<file path="src/port_filtered_longest_prefix_match_macros.svh">
// Assertion macros used by the top level to check this block.
// Needs clk and rst_n in scope where a macro is used.
`ifndef PORT_FILTERED_LONGEST_PREFIX_MATCH_MACROS_SVH
`define PORT_FILTERED_LONGEST_PREFIX_MATCH_MACROS_SVH

// Same-cycle implication, held off during reset
`define PFLPM_ASSERT_SAME(lbl, ante, cons, msg) \
  lbl: assert property (@(posedge clk) disable iff (!rst_n) (ante) |-> (cons)) \
    else $error(msg);

// Next-cycle implication, held off during reset
`define PFLPM_ASSERT_NEXT(lbl, ante, cons, msg) \
  lbl: assert property (@(posedge clk) disable iff (!rst_n) (ante) |=> (cons)) \
    else $error(msg);

`endif

</file>
<file path="src/pflpm_pkg.sv">
// Types, codes and helper functions of the port filtered prefix match block.
// No dependencies; used by the interfaces, front, queue, back, top level and testbench.
package pflpm_pkg;

  localparam int ADDR_BITS   = 32;
  localparam int LEN_W       = 6;
  localparam int PORT_W      = 16;
  localparam int ACT_W       = 2;
  localparam int KIND_W      = 2;
  localparam int RSLOT_W     = 2;
  localparam int ESLOT_W     = 3;
  localparam int MAX_SLOTS   = 1 << RSLOT_W;
  localparam int MAX_ENTRIES = 1 << ESLOT_W;
  localparam int MAX_RESULTS = 64;
  localparam int CNT_W       = $clog2(MAX_RESULTS + 1);
  localparam int QUEUE_DEPTH = 2;

  // Input actions
  localparam logic [ACT_W-1:0] ACT_WR_PORT   = 2'd0;
  localparam logic [ACT_W-1:0] ACT_WR_PREFIX = 2'd1;
  localparam logic [ACT_W-1:0] ACT_LOOKUP    = 2'd2;
  localparam logic [ACT_W-1:0] ACT_NONE      = 2'd3;

  // Result kinds
  localparam logic [KIND_W-1:0] KIND_ACK     = 2'd0;
  localparam logic [KIND_W-1:0] KIND_MATCH   = 2'd1;
  localparam logic [KIND_W-1:0] KIND_NOMATCH = 2'd2;

  localparam logic [LEN_W-1:0] FULL_LEN = LEN_W'(ADDR_BITS);

  typedef struct packed {
    logic [ACT_W-1:0]     action;
    logic [RSLOT_W-1:0]   request_slot;
    logic [ESLOT_W-1:0]   entry_slot;
    logic [PORT_W-1:0]    port_value;
    logic [ADDR_BITS-1:0] address;
    logic [LEN_W-1:0]     prefix_length;
    logic                 entry_valid;
  } in_item_t;

  typedef struct packed {
    logic [KIND_W-1:0]    kind;
    logic [RSLOT_W-1:0]   matched_slot;
    logic [LEN_W-1:0]     best_length;
    logic [ADDR_BITS-1:0] probe_address;
    logic [PORT_W-1:0]    probe_port;
    logic                 last;
  } out_item_t;

  // Classified command in the queue between front and back
  typedef struct packed {
    logic [ACT_W-1:0]     op;
    logic                 wen;
    logic [RSLOT_W-1:0]   rslot;
    logic [ESLOT_W-1:0]   eslot;
    logic [PORT_W-1:0]    port;
    logic [ADDR_BITS-1:0] addr;
    logic [LEN_W-1:0]     len;
    logic                 valid;
  } cmd_t;

  typedef struct packed {
    logic full;
    logic empty;
  } fifo_stat_t;

  // Network mask of a prefix length; zero length gives an empty mask
  function automatic logic [ADDR_BITS-1:0] len_mask(logic [LEN_W-1:0] len);
    logic [ADDR_BITS-1:0] m;
    if (len >= FULL_LEN) begin
      m = '1;
    end else begin
      m = ~({ADDR_BITS{1'b1}} >> len);
    end
    return m;
  endfunction

  function automatic logic covers(logic [ADDR_BITS-1:0] base, logic [LEN_W-1:0] len,
                                  logic [ADDR_BITS-1:0] addr);
    return ((addr ^ base) & len_mask(len)) == '0;
  endfunction

endpackage

</file>
<file path="src/pflpm_if.sv">
// Valid/ready channel interfaces for the input items and the results.
// Depends on pflpm_pkg for the payload types.
interface pflpm_in_if;
  logic                 valid;
  logic                 ready;
  pflpm_pkg::in_item_t  data;
  modport source (output valid, output data, input ready);
  modport sink (input valid, input data, output ready);
endinterface

interface pflpm_out_if;
  logic                 valid;
  logic                 ready;
  pflpm_pkg::out_item_t data;
  modport source (output valid, output data, input ready);
  modport sink (input valid, input data, output ready);
endinterface

</file>
<file path="src/pflpm_ram.sv">
// Generic single-port-write, single-port-read RAM with registered read data.
// No dependencies.
module pflpm_ram #(
  parameter int WIDTH = 38,
  parameter int DEPTH = 32
) (
  input  logic                     clk,
  input  logic                     we,
  input  logic [$clog2(DEPTH)-1:0] waddr,
  input  logic [WIDTH-1:0]         wdata,
  input  logic                     re,
  input  logic [$clog2(DEPTH)-1:0] raddr,
  output logic [WIDTH-1:0]         rdata
);

  logic [WIDTH-1:0] mem_r [DEPTH];

  always_ff @(posedge clk) begin
    if (we) begin
      mem_r[waddr] <= wdata;
    end
    if (re) begin
      rdata <= mem_r[raddr];
    end
  end

endmodule

</file>
<file path="src/pflpm_front.sv">
// Front end: accepts input beats, drops unused actions, range-checks writes
// and saturates prefix lengths before queueing. Depends on pflpm_pkg, pflpm_if.
module pflpm_front #(
  parameter int REQUEST_SLOTS     = 4,
  parameter int PORTS_PER_SLOT    = 2,
  parameter int PREFIXES_PER_SLOT = 8
) (
  pflpm_in_if.sink               in_ch,
  input  pflpm_pkg::fifo_stat_t  q_stat,
  output logic                   q_push,
  output pflpm_pkg::cmd_t        q_cmd
);
  import pflpm_pkg::*;

  // Only slots and entries that the write fields can address
  localparam int NS = (REQUEST_SLOTS < MAX_SLOTS) ? REQUEST_SLOTS : MAX_SLOTS;
  localparam int NP = (PORTS_PER_SLOT < MAX_ENTRIES) ? PORTS_PER_SLOT : MAX_ENTRIES;
  localparam int NK = (PREFIXES_PER_SLOT < MAX_ENTRIES) ? PREFIXES_PER_SLOT : MAX_ENTRIES;

  logic slot_ok;
  logic port_ok;
  logic pfx_ok;

  assign in_ch.ready = !q_stat.full;

  // Range checks on the write address
  assign slot_ok = {1'b0, in_ch.data.request_slot} < (RSLOT_W + 1)'(NS);
  assign port_ok = {1'b0, in_ch.data.entry_slot} < (ESLOT_W + 1)'(NP);
  assign pfx_ok  = {1'b0, in_ch.data.entry_slot} < (ESLOT_W + 1)'(NK);

  // Action 3 is taken and dropped
  assign q_push = in_ch.valid && !q_stat.full && (in_ch.data.action != ACT_NONE);

  always_comb begin
    q_cmd       = '0;
    q_cmd.op    = in_ch.data.action;
    q_cmd.rslot = in_ch.data.request_slot;
    q_cmd.eslot = in_ch.data.entry_slot;
    q_cmd.port  = in_ch.data.port_value;
    q_cmd.addr  = in_ch.data.address;
    q_cmd.valid = in_ch.data.entry_valid;
    q_cmd.len   = (in_ch.data.prefix_length > FULL_LEN) ? FULL_LEN
                                                        : in_ch.data.prefix_length;
    case (in_ch.data.action)
      ACT_WR_PORT:   q_cmd.wen = slot_ok && port_ok;
      ACT_WR_PREFIX: q_cmd.wen = slot_ok && pfx_ok;
      default:       q_cmd.wen = 1'b0;
    endcase
  end

endmodule

</file>
<file path="src/pflpm_queue.sv">
// Short command queue between front and back so each side stalls on its own.
// Depends on pflpm_pkg.
module pflpm_queue (
  input  logic                   clk,
  input  logic                   rst_n,
  input  logic                   push,
  input  pflpm_pkg::cmd_t        push_cmd,
  input  logic                   pop,
  output pflpm_pkg::cmd_t        pop_cmd,
  output pflpm_pkg::fifo_stat_t  stat
);
  import pflpm_pkg::*;

  localparam int PW = (QUEUE_DEPTH > 1) ? $clog2(QUEUE_DEPTH) : 1;
  localparam int CW = $clog2(QUEUE_DEPTH + 1);

  cmd_t          q_r [QUEUE_DEPTH];
  logic [PW-1:0] wr_ptr_r, wr_ptr_nxt;
  logic [PW-1:0] rd_ptr_r, rd_ptr_nxt;
  logic [CW-1:0] cnt_r, cnt_nxt;
  logic          do_push;
  logic          do_pop;

  assign stat.full  = (cnt_r == CW'(QUEUE_DEPTH));
  assign stat.empty = (cnt_r == '0);
  assign pop_cmd    = q_r[rd_ptr_r];

  assign do_push = push && !stat.full;
  assign do_pop  = pop && !stat.empty;

  // Pointer and fill count update
  always_comb begin
    wr_ptr_nxt = wr_ptr_r;
    rd_ptr_nxt = rd_ptr_r;
    cnt_nxt    = cnt_r;
    if (do_push) begin
      wr_ptr_nxt = (wr_ptr_r == PW'(QUEUE_DEPTH - 1)) ? '0 : wr_ptr_r + PW'(1);
    end
    if (do_pop) begin
      rd_ptr_nxt = (rd_ptr_r == PW'(QUEUE_DEPTH - 1)) ? '0 : rd_ptr_r + PW'(1);
    end
    if (do_push && !do_pop) begin
      cnt_nxt = cnt_r + CW'(1);
    end else if (do_pop && !do_push) begin
      cnt_nxt = cnt_r - CW'(1);
    end
  end

  always_ff @(posedge clk) begin
    if (!rst_n) begin
      wr_ptr_r <= '0;
      rd_ptr_r <= '0;
      cnt_r    <= '0;
    end else begin
      wr_ptr_r <= wr_ptr_nxt;
      rd_ptr_r <= rd_ptr_nxt;
      cnt_r    <= cnt_nxt;
    end
  end

  // Entry storage
  always_ff @(posedge clk) begin
    if (do_push) begin
      q_r[wr_ptr_r] <= push_cmd;
    end
  end

endmodule

</file>
<file path="src/pflpm_back.sv">
// Back end: holds the port and prefix tables, executes writes and runs the
// two-pass lookup, driving the result register. Depends on pflpm_pkg,
// pflpm_if and pflpm_ram.
module pflpm_back #(
  parameter int REQUEST_SLOTS     = 4,
  parameter int PORTS_PER_SLOT    = 2,
  parameter int PREFIXES_PER_SLOT = 8
) (
  input  logic                   clk,
  input  logic                   rst_n,
  input  pflpm_pkg::fifo_stat_t  q_stat,
  input  pflpm_pkg::cmd_t        q_cmd,
  output logic                   q_pop,
  pflpm_out_if.source            out_ch
);
  import pflpm_pkg::*;

  localparam int NS = (REQUEST_SLOTS < MAX_SLOTS) ? REQUEST_SLOTS : MAX_SLOTS;
  localparam int NP = (PORTS_PER_SLOT < MAX_ENTRIES) ? PORTS_PER_SLOT : MAX_ENTRIES;
  localparam int NK = (PREFIXES_PER_SLOT < MAX_ENTRIES) ? PREFIXES_PER_SLOT : MAX_ENTRIES;
  localparam int SW = (NS > 1) ? $clog2(NS) : 1;
  localparam int JW = (NP > 1) ? $clog2(NP) : 1;
  localparam int KW = (NK > 1) ? $clog2(NK) : 1;
  localparam int AW = SW + KW;
  localparam int DEPTH = 1 << AW;
  localparam int RAM_W = ADDR_BITS + LEN_W;

  localparam logic [1:0] ST_IDLE = 2'd0;
  localparam logic [1:0] ST_BEST = 2'd1;
  localparam logic [1:0] ST_EMIT = 2'd2;
  localparam logic [1:0] ST_FIN  = 2'd3;

  // Tables
  logic              port_v_r   [NS][NP];
  logic [PORT_W-1:0] port_val_r [NS][NP];
  logic              pfx_v_r    [DEPTH];
  logic              port_hit   [NS][NP];
  logic              slot_hit   [NS];

  // Lookup sequencer
  logic [1:0]           state_r, state_nxt;
  logic [ADDR_BITS-1:0] look_addr_r, look_addr_nxt;
  logic [PORT_W-1:0]    look_port_r, look_port_nxt;
  logic                 found_r, found_nxt;
  logic [LEN_W-1:0]     best_r, best_nxt;
  logic [CNT_W-1:0]     n_r, n_nxt;
  logic                 hold_v_r, hold_v_nxt;
  logic [SW-1:0]        hold_slot_r, hold_slot_nxt;
  logic [SW-1:0]        scan_s_r, scan_s_nxt;
  logic [JW-1:0]        scan_j_r, scan_j_nxt;
  logic [KW-1:0]        scan_k_r, scan_k_nxt;
  logic                 iss_done_r, iss_done_nxt;

  // Read stage behind the prefix RAM
  logic                 p_v_r, p_v_nxt;
  logic                 p_hit_r, p_hit_nxt;
  logic [SW-1:0]        p_s_r, p_s_nxt;
  logic [AW-1:0]        p_idx_r, p_idx_nxt;

  // Result register
  logic                 out_valid_r, out_valid_nxt;
  out_item_t            out_item_r;
  out_item_t            out_data;
  logic                 out_load;
  logic                 out_free;

  // RAM and table write controls
  logic                 ram_re;
  logic [AW-1:0]        ram_raddr;
  logic [AW-1:0]        ram_waddr;
  logic [RAM_W-1:0]     ram_wdata;
  logic [RAM_W-1:0]     ram_rdata;
  logic                 pfx_we;
  logic                 port_we;

  logic [ADDR_BITS-1:0] rd_base;
  logic [LEN_W-1:0]     rd_len;
  logic                 rd_cov;
  logic                 best_hit;
  logic                 emit_hit;
  logic                 advance;
  logic                 last_k;
  logic                 last_j;
  logic                 last_s;

  pflpm_ram #(
    .WIDTH (RAM_W),
    .DEPTH (DEPTH)
  ) u_pfx_ram (
    .clk   (clk),
    .we    (pfx_we),
    .waddr (ram_waddr),
    .wdata (ram_wdata),
    .re    (ram_re),
    .raddr (ram_raddr),
    .rdata (ram_rdata)
  );

  // Port compare of every entry against the probe port
  always_comb begin
    for (int s = 0; s < NS; s++) begin
      slot_hit[s] = 1'b0;
      for (int j = 0; j < NP; j++) begin
        port_hit[s][j] = port_v_r[s][j] && (port_val_r[s][j] == look_port_r);
        slot_hit[s]    = slot_hit[s] | port_hit[s][j];
      end
    end
  end

  // Evaluation of the entry last read from the prefix RAM
  assign rd_base  = ram_rdata[RAM_W-1:LEN_W];
  assign rd_len   = ram_rdata[LEN_W-1:0];
  assign rd_cov   = pfx_v_r[p_idx_r] && covers(rd_base, rd_len, look_addr_r);
  assign best_hit = p_v_r && p_hit_r && rd_cov;
  assign emit_hit = best_hit && (rd_len == best_r);

  assign out_free  = !out_valid_r || out_ch.ready;
  assign ram_waddr = {q_cmd.rslot[SW-1:0], q_cmd.eslot[KW-1:0]};
  assign ram_wdata = {q_cmd.addr, q_cmd.len};
  assign ram_raddr = {scan_s_r, scan_k_r};

  // Scan position wrap points
  assign last_k = (scan_k_r == KW'(NK - 1));
  assign last_j = (state_r == ST_BEST) || (scan_j_r == JW'(NP - 1));
  assign last_s = (scan_s_r == SW'(NS - 1));

  // A held match can only be pushed out when the result register is free
  assign advance = !p_v_r || !(state_r == ST_EMIT && emit_hit && hold_v_r && !out_free);

  always_comb begin
    state_nxt     = state_r;
    look_addr_nxt = look_addr_r;
    look_port_nxt = look_port_r;
    found_nxt     = found_r;
    best_nxt      = best_r;
    n_nxt         = n_r;
    hold_v_nxt    = hold_v_r;
    hold_slot_nxt = hold_slot_r;
    scan_s_nxt    = scan_s_r;
    scan_j_nxt    = scan_j_r;
    scan_k_nxt    = scan_k_r;
    iss_done_nxt  = iss_done_r;
    p_v_nxt       = p_v_r;
    p_hit_nxt     = p_hit_r;
    p_s_nxt       = p_s_r;
    p_idx_nxt     = p_idx_r;
    q_pop         = 1'b0;
    ram_re        = 1'b0;
    pfx_we        = 1'b0;
    port_we       = 1'b0;
    out_load      = 1'b0;
    out_data      = '0;

    case (state_r)
      ST_IDLE: begin
        if (!q_stat.empty) begin
          if (q_cmd.op == ACT_LOOKUP) begin
            q_pop         = 1'b1;
            look_addr_nxt = q_cmd.addr;
            look_port_nxt = q_cmd.port;
            found_nxt     = 1'b0;
            best_nxt      = '0;
            n_nxt         = '0;
            hold_v_nxt    = 1'b0;
            scan_s_nxt    = '0;
            scan_j_nxt    = '0;
            scan_k_nxt    = '0;
            iss_done_nxt  = 1'b0;
            p_v_nxt       = 1'b0;
            state_nxt     = ST_BEST;
          end else if (out_free) begin
            // Table write and its acknowledge load in the same cycle
            q_pop                 = 1'b1;
            port_we               = q_cmd.wen && (q_cmd.op == ACT_WR_PORT);
            pfx_we                = q_cmd.wen && (q_cmd.op == ACT_WR_PREFIX);
            out_load              = 1'b1;
            out_data.kind         = KIND_ACK;
            out_data.matched_slot = q_cmd.rslot;
            out_data.last         = 1'b1;
          end
        end
      end

      ST_BEST, ST_EMIT: begin
        // Evaluate the entry in the read stage
        if (state_r == ST_BEST) begin
          if (best_hit) begin
            found_nxt = 1'b1;
            if (rd_len > best_r) begin
              best_nxt = rd_len;
            end
          end
        end else if (emit_hit && advance) begin
          if (hold_v_r) begin
            out_load               = 1'b1;
            out_data.kind          = KIND_MATCH;
            out_data.matched_slot  = RSLOT_W'(hold_slot_r);
            out_data.best_length   = best_r;
            out_data.probe_address = look_addr_r;
            out_data.probe_port    = look_port_r;
          end
          hold_v_nxt    = 1'b1;
          hold_slot_nxt = p_s_r;
          n_nxt         = n_r + CNT_W'(1);
        end

        // Issue the next table read
        if (advance) begin
          p_v_nxt = !iss_done_r;
          if (!iss_done_r) begin
            ram_re    = 1'b1;
            p_hit_nxt = (state_r == ST_BEST) ? slot_hit[scan_s_r]
                                             : port_hit[scan_s_r][scan_j_r];
            p_s_nxt   = scan_s_r;
            p_idx_nxt = {scan_s_r, scan_k_r};
            if (!last_k) begin
              scan_k_nxt = scan_k_r + KW'(1);
            end else begin
              scan_k_nxt = '0;
              if (!last_j) begin
                scan_j_nxt = scan_j_r + JW'(1);
              end else begin
                scan_j_nxt = '0;
                if (!last_s) begin
                  scan_s_nxt = scan_s_r + SW'(1);
                end else begin
                  iss_done_nxt = 1'b1;
                end
              end
            end
          end
        end

        // Pass completion
        if (iss_done_r && !p_v_r) begin
          if (state_r == ST_BEST && found_r) begin
            scan_s_nxt   = '0;
            scan_j_nxt   = '0;
            scan_k_nxt   = '0;
            iss_done_nxt = 1'b0;
            state_nxt    = ST_EMIT;
          end else begin
            state_nxt = ST_FIN;
          end
        end

        // Result cap reached: stop the scan, the held one goes out last
        if (state_r == ST_EMIT && n_nxt == CNT_W'(MAX_RESULTS) && n_r != n_nxt) begin
          p_v_nxt      = 1'b0;
          iss_done_nxt = 1'b1;
          state_nxt    = ST_FIN;
        end
      end

      ST_FIN: begin
        if (out_free) begin
          out_load               = 1'b1;
          out_data.probe_address = look_addr_r;
          out_data.probe_port    = look_port_r;
          out_data.last          = 1'b1;
          if (found_r) begin
            out_data.kind         = KIND_MATCH;
            out_data.matched_slot = RSLOT_W'(hold_slot_r);
            out_data.best_length  = best_r;
          end else begin
            out_data.kind = KIND_NOMATCH;
          end
          state_nxt = ST_IDLE;
        end
      end

      default: begin
        state_nxt = ST_IDLE;
      end
    endcase
  end

  // Result register handshake
  always_comb begin
    if (out_load) begin
      out_valid_nxt = 1'b1;
    end else if (out_ch.ready) begin
      out_valid_nxt = 1'b0;
    end else begin
      out_valid_nxt = out_valid_r;
    end
  end

  assign out_ch.valid = out_valid_r;
  assign out_ch.data  = out_item_r;

  // Control state
  always_ff @(posedge clk) begin
    if (!rst_n) begin
      state_r     <= ST_IDLE;
      iss_done_r  <= 1'b0;
      p_v_r       <= 1'b0;
      hold_v_r    <= 1'b0;
      found_r     <= 1'b0;
      n_r         <= '0;
      out_valid_r <= 1'b0;
    end else begin
      state_r     <= state_nxt;
      iss_done_r  <= iss_done_nxt;
      p_v_r       <= p_v_nxt;
      hold_v_r    <= hold_v_nxt;
      found_r     <= found_nxt;
      n_r         <= n_nxt;
      out_valid_r <= out_valid_nxt;
    end
  end

  // Datapath registers
  always_ff @(posedge clk) begin
    look_addr_r <= look_addr_nxt;
    look_port_r <= look_port_nxt;
    best_r      <= best_nxt;
    hold_slot_r <= hold_slot_nxt;
    scan_s_r    <= scan_s_nxt;
    scan_j_r    <= scan_j_nxt;
    scan_k_r    <= scan_k_nxt;
    p_hit_r     <= p_hit_nxt;
    p_s_r       <= p_s_nxt;
    p_idx_r     <= p_idx_nxt;
    if (out_load) begin
      out_item_r <= out_data;
    end
  end

  // Entry valid bits, cleared at reset
  always_ff @(posedge clk) begin
    if (!rst_n) begin
      for (int i = 0; i < DEPTH; i++) begin
        pfx_v_r[i] <= 1'b0;
      end
      for (int s = 0; s < NS; s++) begin
        for (int j = 0; j < NP; j++) begin
          port_v_r[s][j] <= 1'b0;
        end
      end
    end else begin
      if (pfx_we) begin
        pfx_v_r[ram_waddr] <= q_cmd.valid;
      end
      if (port_we) begin
        port_v_r[q_cmd.rslot[SW-1:0]][q_cmd.eslot[JW-1:0]] <= q_cmd.valid;
      end
    end
  end

  // Port values
  always_ff @(posedge clk) begin
    if (port_we) begin
      port_val_r[q_cmd.rslot[SW-1:0]][q_cmd.eslot[JW-1:0]] <= q_cmd.port;
    end
  end

endmodule

</file>
<file path="src/port_filtered_longest_prefix_match.sv">
// Port filtered longest prefix match. Write beats fill port entries and IPv4
// prefix entries of the request slots; a lookup beat returns one match result
// per (slot, equal port entry, covering prefix) at the longest covering
// length, in slot, port entry, prefix order, capped at 64 with last on the
// final one, or a single no-match result. Every write returns one
// acknowledge. A lookup reads the prefix RAM one entry per cycle through
// its single read port: a best pass of NS*NK reads and, when something
// matched, an emit pass of NS*NP*NK reads (NS, NP, NK are the slot, port
// and prefix counts reachable by the 2-bit and 3-bit write indexes), on
// top of the queue pop, the read-stage drain after each pass and the final
// result. A write is executed in the back end in the cycle it is popped,
// and a stalled result register holds the emit pass in place. A two-entry
// queue lets the input side keep taking beats while a lookup runs. All table
// entries come out of reset invalid at once; there is no clearing pass.
//
// Top level; depends on pflpm_pkg, pflpm_if, pflpm_front, pflpm_queue,
// pflpm_back and the assertion macros header.
`include "port_filtered_longest_prefix_match_macros.svh"

module port_filtered_longest_prefix_match #(
  parameter int REQUEST_SLOTS     = 4,
  parameter int PORTS_PER_SLOT    = 2,
  parameter int PREFIXES_PER_SLOT = 8
) (
  input  logic         clk,
  input  logic         rst_n,
  pflpm_in_if.sink     in_ch,
  pflpm_out_if.source  out_ch
);
  import pflpm_pkg::*;

  logic       q_push;
  logic       q_pop;
  cmd_t       q_in_cmd;
  cmd_t       q_out_cmd;
  fifo_stat_t q_stat;

  // Accept and classify
  pflpm_front #(
    .REQUEST_SLOTS     (REQUEST_SLOTS),
    .PORTS_PER_SLOT    (PORTS_PER_SLOT),
    .PREFIXES_PER_SLOT (PREFIXES_PER_SLOT)
  ) u_front (
    .in_ch  (in_ch),
    .q_stat (q_stat),
    .q_push (q_push),
    .q_cmd  (q_in_cmd)
  );

  // Command queue
  pflpm_queue u_queue (
    .clk      (clk),
    .rst_n    (rst_n),
    .push     (q_push),
    .push_cmd (q_in_cmd),
    .pop      (q_pop),
    .pop_cmd  (q_out_cmd),
    .stat     (q_stat)
  );

  // Tables, lookup and results
  pflpm_back #(
    .REQUEST_SLOTS     (REQUEST_SLOTS),
    .PORTS_PER_SLOT    (PORTS_PER_SLOT),
    .PREFIXES_PER_SLOT (PREFIXES_PER_SLOT)
  ) u_back (
    .clk    (clk),
    .rst_n  (rst_n),
    .q_stat (q_stat),
    .q_cmd  (q_out_cmd),
    .q_pop  (q_pop),
    .out_ch (out_ch)
  );

  // Checks
  `PFLPM_ASSERT_SAME(a_nomatch_form, out_ch.valid && out_ch.data.kind == KIND_NOMATCH, out_ch.data.last && out_ch.data.best_length == '0 && out_ch.data.matched_slot == '0, "no-match result malformed")
  `PFLPM_ASSERT_SAME(a_ack_form, out_ch.valid && out_ch.data.kind == KIND_ACK, out_ch.data.last && out_ch.data.probe_address == '0 && out_ch.data.probe_port == '0, "write acknowledge malformed")
  `PFLPM_ASSERT_SAME(a_push_room, q_push, !q_stat.full, "queue pushed while full")
  `PFLPM_ASSERT_SAME(a_pop_data, q_pop, !q_stat.empty, "queue popped while empty")

endmodule

</file>
<file path="src/flat_wrapper.sv">
// flat-port wrapper written by rule: the top's interface ports become plain ports
module port_filtered_longest_prefix_match_flat import pflpm_pkg::*;
#(
  parameter int REQUEST_SLOTS     = 4,
  parameter int PORTS_PER_SLOT    = 2,
  parameter int PREFIXES_PER_SLOT = 8
)
  (clk, rst_n, in_ch_valid, in_ch_data, in_ch_ready, out_ch_valid, out_ch_data, out_ch_ready);
  pflpm_in_if in_ch_i ();
  pflpm_out_if out_ch_i ();
  input  logic clk;
  input  logic rst_n;
  input wire logic [$bits(in_ch_i.valid)-1:0] in_ch_valid;
  input wire logic [$bits(in_ch_i.data)-1:0] in_ch_data;
  output wire logic [$bits(in_ch_i.ready)-1:0] in_ch_ready;
  output wire logic [$bits(out_ch_i.valid)-1:0] out_ch_valid;
  output wire logic [$bits(out_ch_i.data)-1:0] out_ch_data;
  input wire logic [$bits(out_ch_i.ready)-1:0] out_ch_ready;
  assign in_ch_i.valid = in_ch_valid;
  assign in_ch_i.data = in_ch_data;
  assign in_ch_ready = in_ch_i.ready;
  assign out_ch_valid = out_ch_i.valid;
  assign out_ch_data = out_ch_i.data;
  assign out_ch_i.ready = out_ch_ready;
  port_filtered_longest_prefix_match #(.REQUEST_SLOTS(REQUEST_SLOTS), .PORTS_PER_SLOT(PORTS_PER_SLOT), .PREFIXES_PER_SLOT(PREFIXES_PER_SLOT)) u_core (.clk(clk), .rst_n(rst_n), .in_ch(in_ch_i), .out_ch(out_ch_i));
endmodule
</file>
<file path="config.mk">
export PLATFORM = sky130hd
export DESIGN_NAME = port_filtered_longest_prefix_match_flat
export DESIGN_NICKNAME = d
export VERILOG_FILES = /design/src/pflpm_pkg.sv /design/src/pflpm_if.sv /design/src/pflpm_ram.sv /design/src/pflpm_front.sv /design/src/pflpm_queue.sv /design/src/pflpm_back.sv /design/src/port_filtered_longest_prefix_match.sv /design/src/flat_wrapper.sv
export VERILOG_INCLUDE_DIRS = /design/src /design/src/src
export SDC_FILE = /design/constraint.sdc
export NUM_CORES = 2
export LEC_CHECK = 0
export BUFFER_PORTS_ARGS = -buffer_cell sky130_fd_sc_hd__buf_2
export CAP_MARGIN = 0
export CORE_UTILIZATION = 60
export DETAILED_ROUTE_END_ITERATION = 8
export PLACE_DENSITY = 0.84
export SETUP_SLACK_MARGIN = 0.05
export SYNTH_ARGS = -nofsm -noshare
export SYNTH_HDL_FRONTEND = slang
export SYNTH_HIERARCHICAL = 1
export SYNTH_SLANG_ARGS = --single-unit
export TNS_END_PERCENT = 100
</file>
<file path="constraint.sdc">
create_clock -name clk -period 8.5 [get_ports clk]
set_input_delay 0.425 -clock clk [delete_from_list [all_inputs] [get_ports clk]]
set_output_delay 0.425 -clock clk [all_outputs]
set_load 0.02 [all_outputs]
</file>
==> flow_metrics.env <==
export IMPL_status="completed"
export IMPL_antenna_left=0
export IMPL_dieWidth_um=338
export IMPL_die_h_um=338
export IMPL_start_kind="flip-flop"
export IMPL_fp_coreArea_mm2=0.111
export IMPL_clockBufferDepth=3
export IMPL_final_min_clock_period_ps=4610
export IMPL_worst_slack_ps=3890
export IMPL_holdWs_ps=60.7
export IMPL_ys_flop_type="edfxtp_1"
export IMPL_place_area_mm2=0.0694
export IMPL_netlist_instances=4068
export IMPL_crit_fanout=38
export IMPL_yosysSeqAreaShare_pct=74.4
export IMPL_powerDensity_mw_per_mm2=280
export IMPL_yosys_area_top_type_share_pct=72.7
export IMPL_synth_net_count=4150
export IMPL_routed_wl_mm=162
export IMPL_wl_per_cell_um=27.8
export IMPL_path_class="reg2reg"
export IMPL_num_rows=122
export IMPL_yosysTopAreaCell="edfxtp_1"
export IMPL_wl_met3_mm=17.4
export IMPL_initial_core_util_pct=60.9
export IMPL_ys_top_cells_by_area="edfxtp_1 73%, mux2i_1 9.1%, dfxtp_1 1.7%"
export IMPL_grt_pass1_wl_mm=236
export IMPL_clk_pin_slew_ps=60
export IMPL_yosys_top_cells_count="1641 x edfxtp_1, 619 x mux2i_1, 209 x nand2_1"
export IMPL_worstPathArrival_ps=4990
export IMPL_cts_buffers=163
export IMPL_cts_tree="built"
export IMPL_vias=37749
export IMPL_fin_crit_sh_pct=54.2
export IMPL_fin_cells=5834
export IMPL_hold_violations=0
export IMPL_met2_length_mm=79.4
export IMPL_synth_warnings=6
export IMPL_slew_violations=0
export IMPL_final_core_utilization_pct=67.6
export IMPL_grt_pass1_vias=37388
export IMPL_h_tree_depth=4
export IMPL_async_flop_share_pct=0
export IMPL_ioPinCount=127
export IMPL_ctsRootBufferMaster="clkbuf_16"
export IMPL_fin_nets=4287
export IMPL_dp_cells=5467
export IMPL_antenna_found_initial=2
export IMPL_maxCapViolCount=0
export IMPL_crit_required_ps=8890
export IMPL_drc=0
export IMPL_worstSetupEndpointType="flip-flop"
export IMPL_slew_headroom_pct=5.29
export IMPL_totalNegativeSetupSlack_ps=0
export IMPL_dp_slack_ps=4020
export IMPL_peakVddDrop_mv=0.196
export IMPL_synthMostInstantiatedCell="edfxtp_1"
export IMPL_layout_drive_gt1_share_pct=12.6
export IMPL_io_buffers=126
export IMPL_setup_viol=0
export IMPL_synth_edff_count=1641
export IMPL_hold_start="in_ch_data[3]"
export IMPL_syn2layout_area_growth_pct=11.1
export IMPL_p_total_mw=21.1
export IMPL_cts_resized=0
export IMPL_grt_util_all_layers_pct=28.0
export IMPL_gp_congestion=0.892
export IMPL_ys_ff_latch=1699
export IMPL_hold_class="in2reg"
export IMPL_synth_area_mm2=0.0678
export IMPL_grt_max_degree=153
export IMPL_dr_pass1_iters=6
export IMPL_leakagePower_nw=25.8
export IMPL_first_iter_violations=4902
export IMPL_drt_met1_wl_mm=59.3
export IMPL_insertion_delay_ps=800
export IMPL_fmax_mhz=217
export IMPL_via_per_inst=6.47
export IMPL_place_hpwl_mm=92.8
export IMPL_clock_sinks=1699
export IMPL_yosysUniqueCellTypes=83
export IMPL_tightest_slew_ps=1420
export IMPL_die_area_mm2=0.114
export IMPL_dr_max_layer_used="met5"
export IMPL_syn_area_per_cell_um2=16.7
export IMPL_rsz0062_at_grt="no"
export IMPL_overflow=0
export IMPL_skew_ps=55.4
export IMPL_final_area_mm2=0.0754
-- worst max-delay path, stage by stage (launching register included) --
cell	delay (ps)
dfxtp_4	680
mux2_2	420
nor4b_1	530
and2_1	430
nand3_1	790
nor2_4	1300
-- state kept, by name, summed over array words and instances (netlist names), 2 cells and up, named ones only --
name / count
u_core/u_back/u_pfx_ram/mem_r: 1216
u_core/u_back/port_val_r: 128
u_core/u_queue/q_r: 126
u_core/u_back/out_ch.data: 59
u_core/u_back/u_pfx_ram/rdata: 38
u_core/u_back/look_addr_r: 32
u_core/u_back/pfx_v_r: 32
u_core/u_back/look_port_r: 16
u_core/u_back/port_v_r: 8
u_core/u_back/n_r: 7
u_core/u_back/best_r: 6
u_core/u_back/p_idx_r: 3
u_core/u_back/scan_k_r: 3
u_core/u_back/hold_slot_r: 2
u_core/u_back/p_s_r: 2
u_core/u_back/scan_s_r: 2
u_core/u_back/state_r: 2
u_core/u_queue/cnt_r: 2
-- what timing repair did --
item                                    4_1_cts  5_1_grt
endpoints found under the hold margin       124        0
buffers inserted                              0        0
hold buffers                                 61        0
endpoints found under the setup margin        0        0
-- area by class of cell --
cell class | count | area [um2]
clock inverters | 112 | 1140
flip-flops and latches | 1699 | 50400
inverters | 26 | 97.6
fillers | 6763 | 36100
well taps | 1488 | 1860
repair buffers | 245 | 1740
clock buffers | 190 | 4220
multi-input cells | 2070 | 15900
diodes | 4 | 10.0
-- logic make-up after synthesis --
group / share of synthesized area (%)
muxes: 10.4
adders and majority gates: 0.325
xor gates and xnor gates: 2.14
AOI/OAI and AO/OA: 4.78
DFF: 74.4
buffers and inverters: 2.66
and+or+nand+nor: 5.27
-- routing by layer --
layer	GRT usage (%)	up-vias
met3	6.47	353
li1	-	16015
met1	36.4	19027
met5	0	-
met2	46.0	2350
met4	10.6	4
-- placed cells by master (no fill, tap or decap), types with 12 or more instances in the layout --
master	Yosys	final
a22oi_1	114	114
nand4_1	40	40
nor4_1	18	18
nor2b_1	14	12
xor2_1	61	61
a22o_1	78	78
dfxtp_1	58	57
dlygate4sd3_1	0	61
inv_1	22	20
nand2_1	209	208
mux2_2	68	68
bufinv_16	0	15
a31oi_1	41	41
clkinv_2	0	25
and2_1	69	68
buf_2	33	126
buf_4	101	53
clkbuf_1	99	24
mux2i_1	619	619
o21ai_0	21	21
nor2_4	0	33
edfxtp_1	1641	1641
xnor2_1	105	105
clkbuf_16	0	164
nor3_1	55	55
ha_1	16	16
a21oi_1	140	140
o211ai_1	17	17
clkinv_1	2	53
nand3_1	175	175
nor2_1	72	40
-- power by group --
group | internal [mW] | leakage, nW | switching [mW]
Clock | 4.06 | 2.60 | 3.12
Combinational | 0.916 | 7.90 | 2.53
Sequential | 10.2 | 15.3 | 0.283
-- final timing paths --
path	to	depth (start not counted)	slack [ps]
max	u_core/u_back/u_pfx_ram/mem_r[11][33]	5	3890
min	u_core/u_queue/q_r[0][3]	2	60
max reg2reg	u_core/u_back/u_pfx_ram/mem_r[11][33]	5	3890
min reg2reg	u_core/u_back/pfx_v_r[25]	2	470
Power figures use the tool's default switching activity.
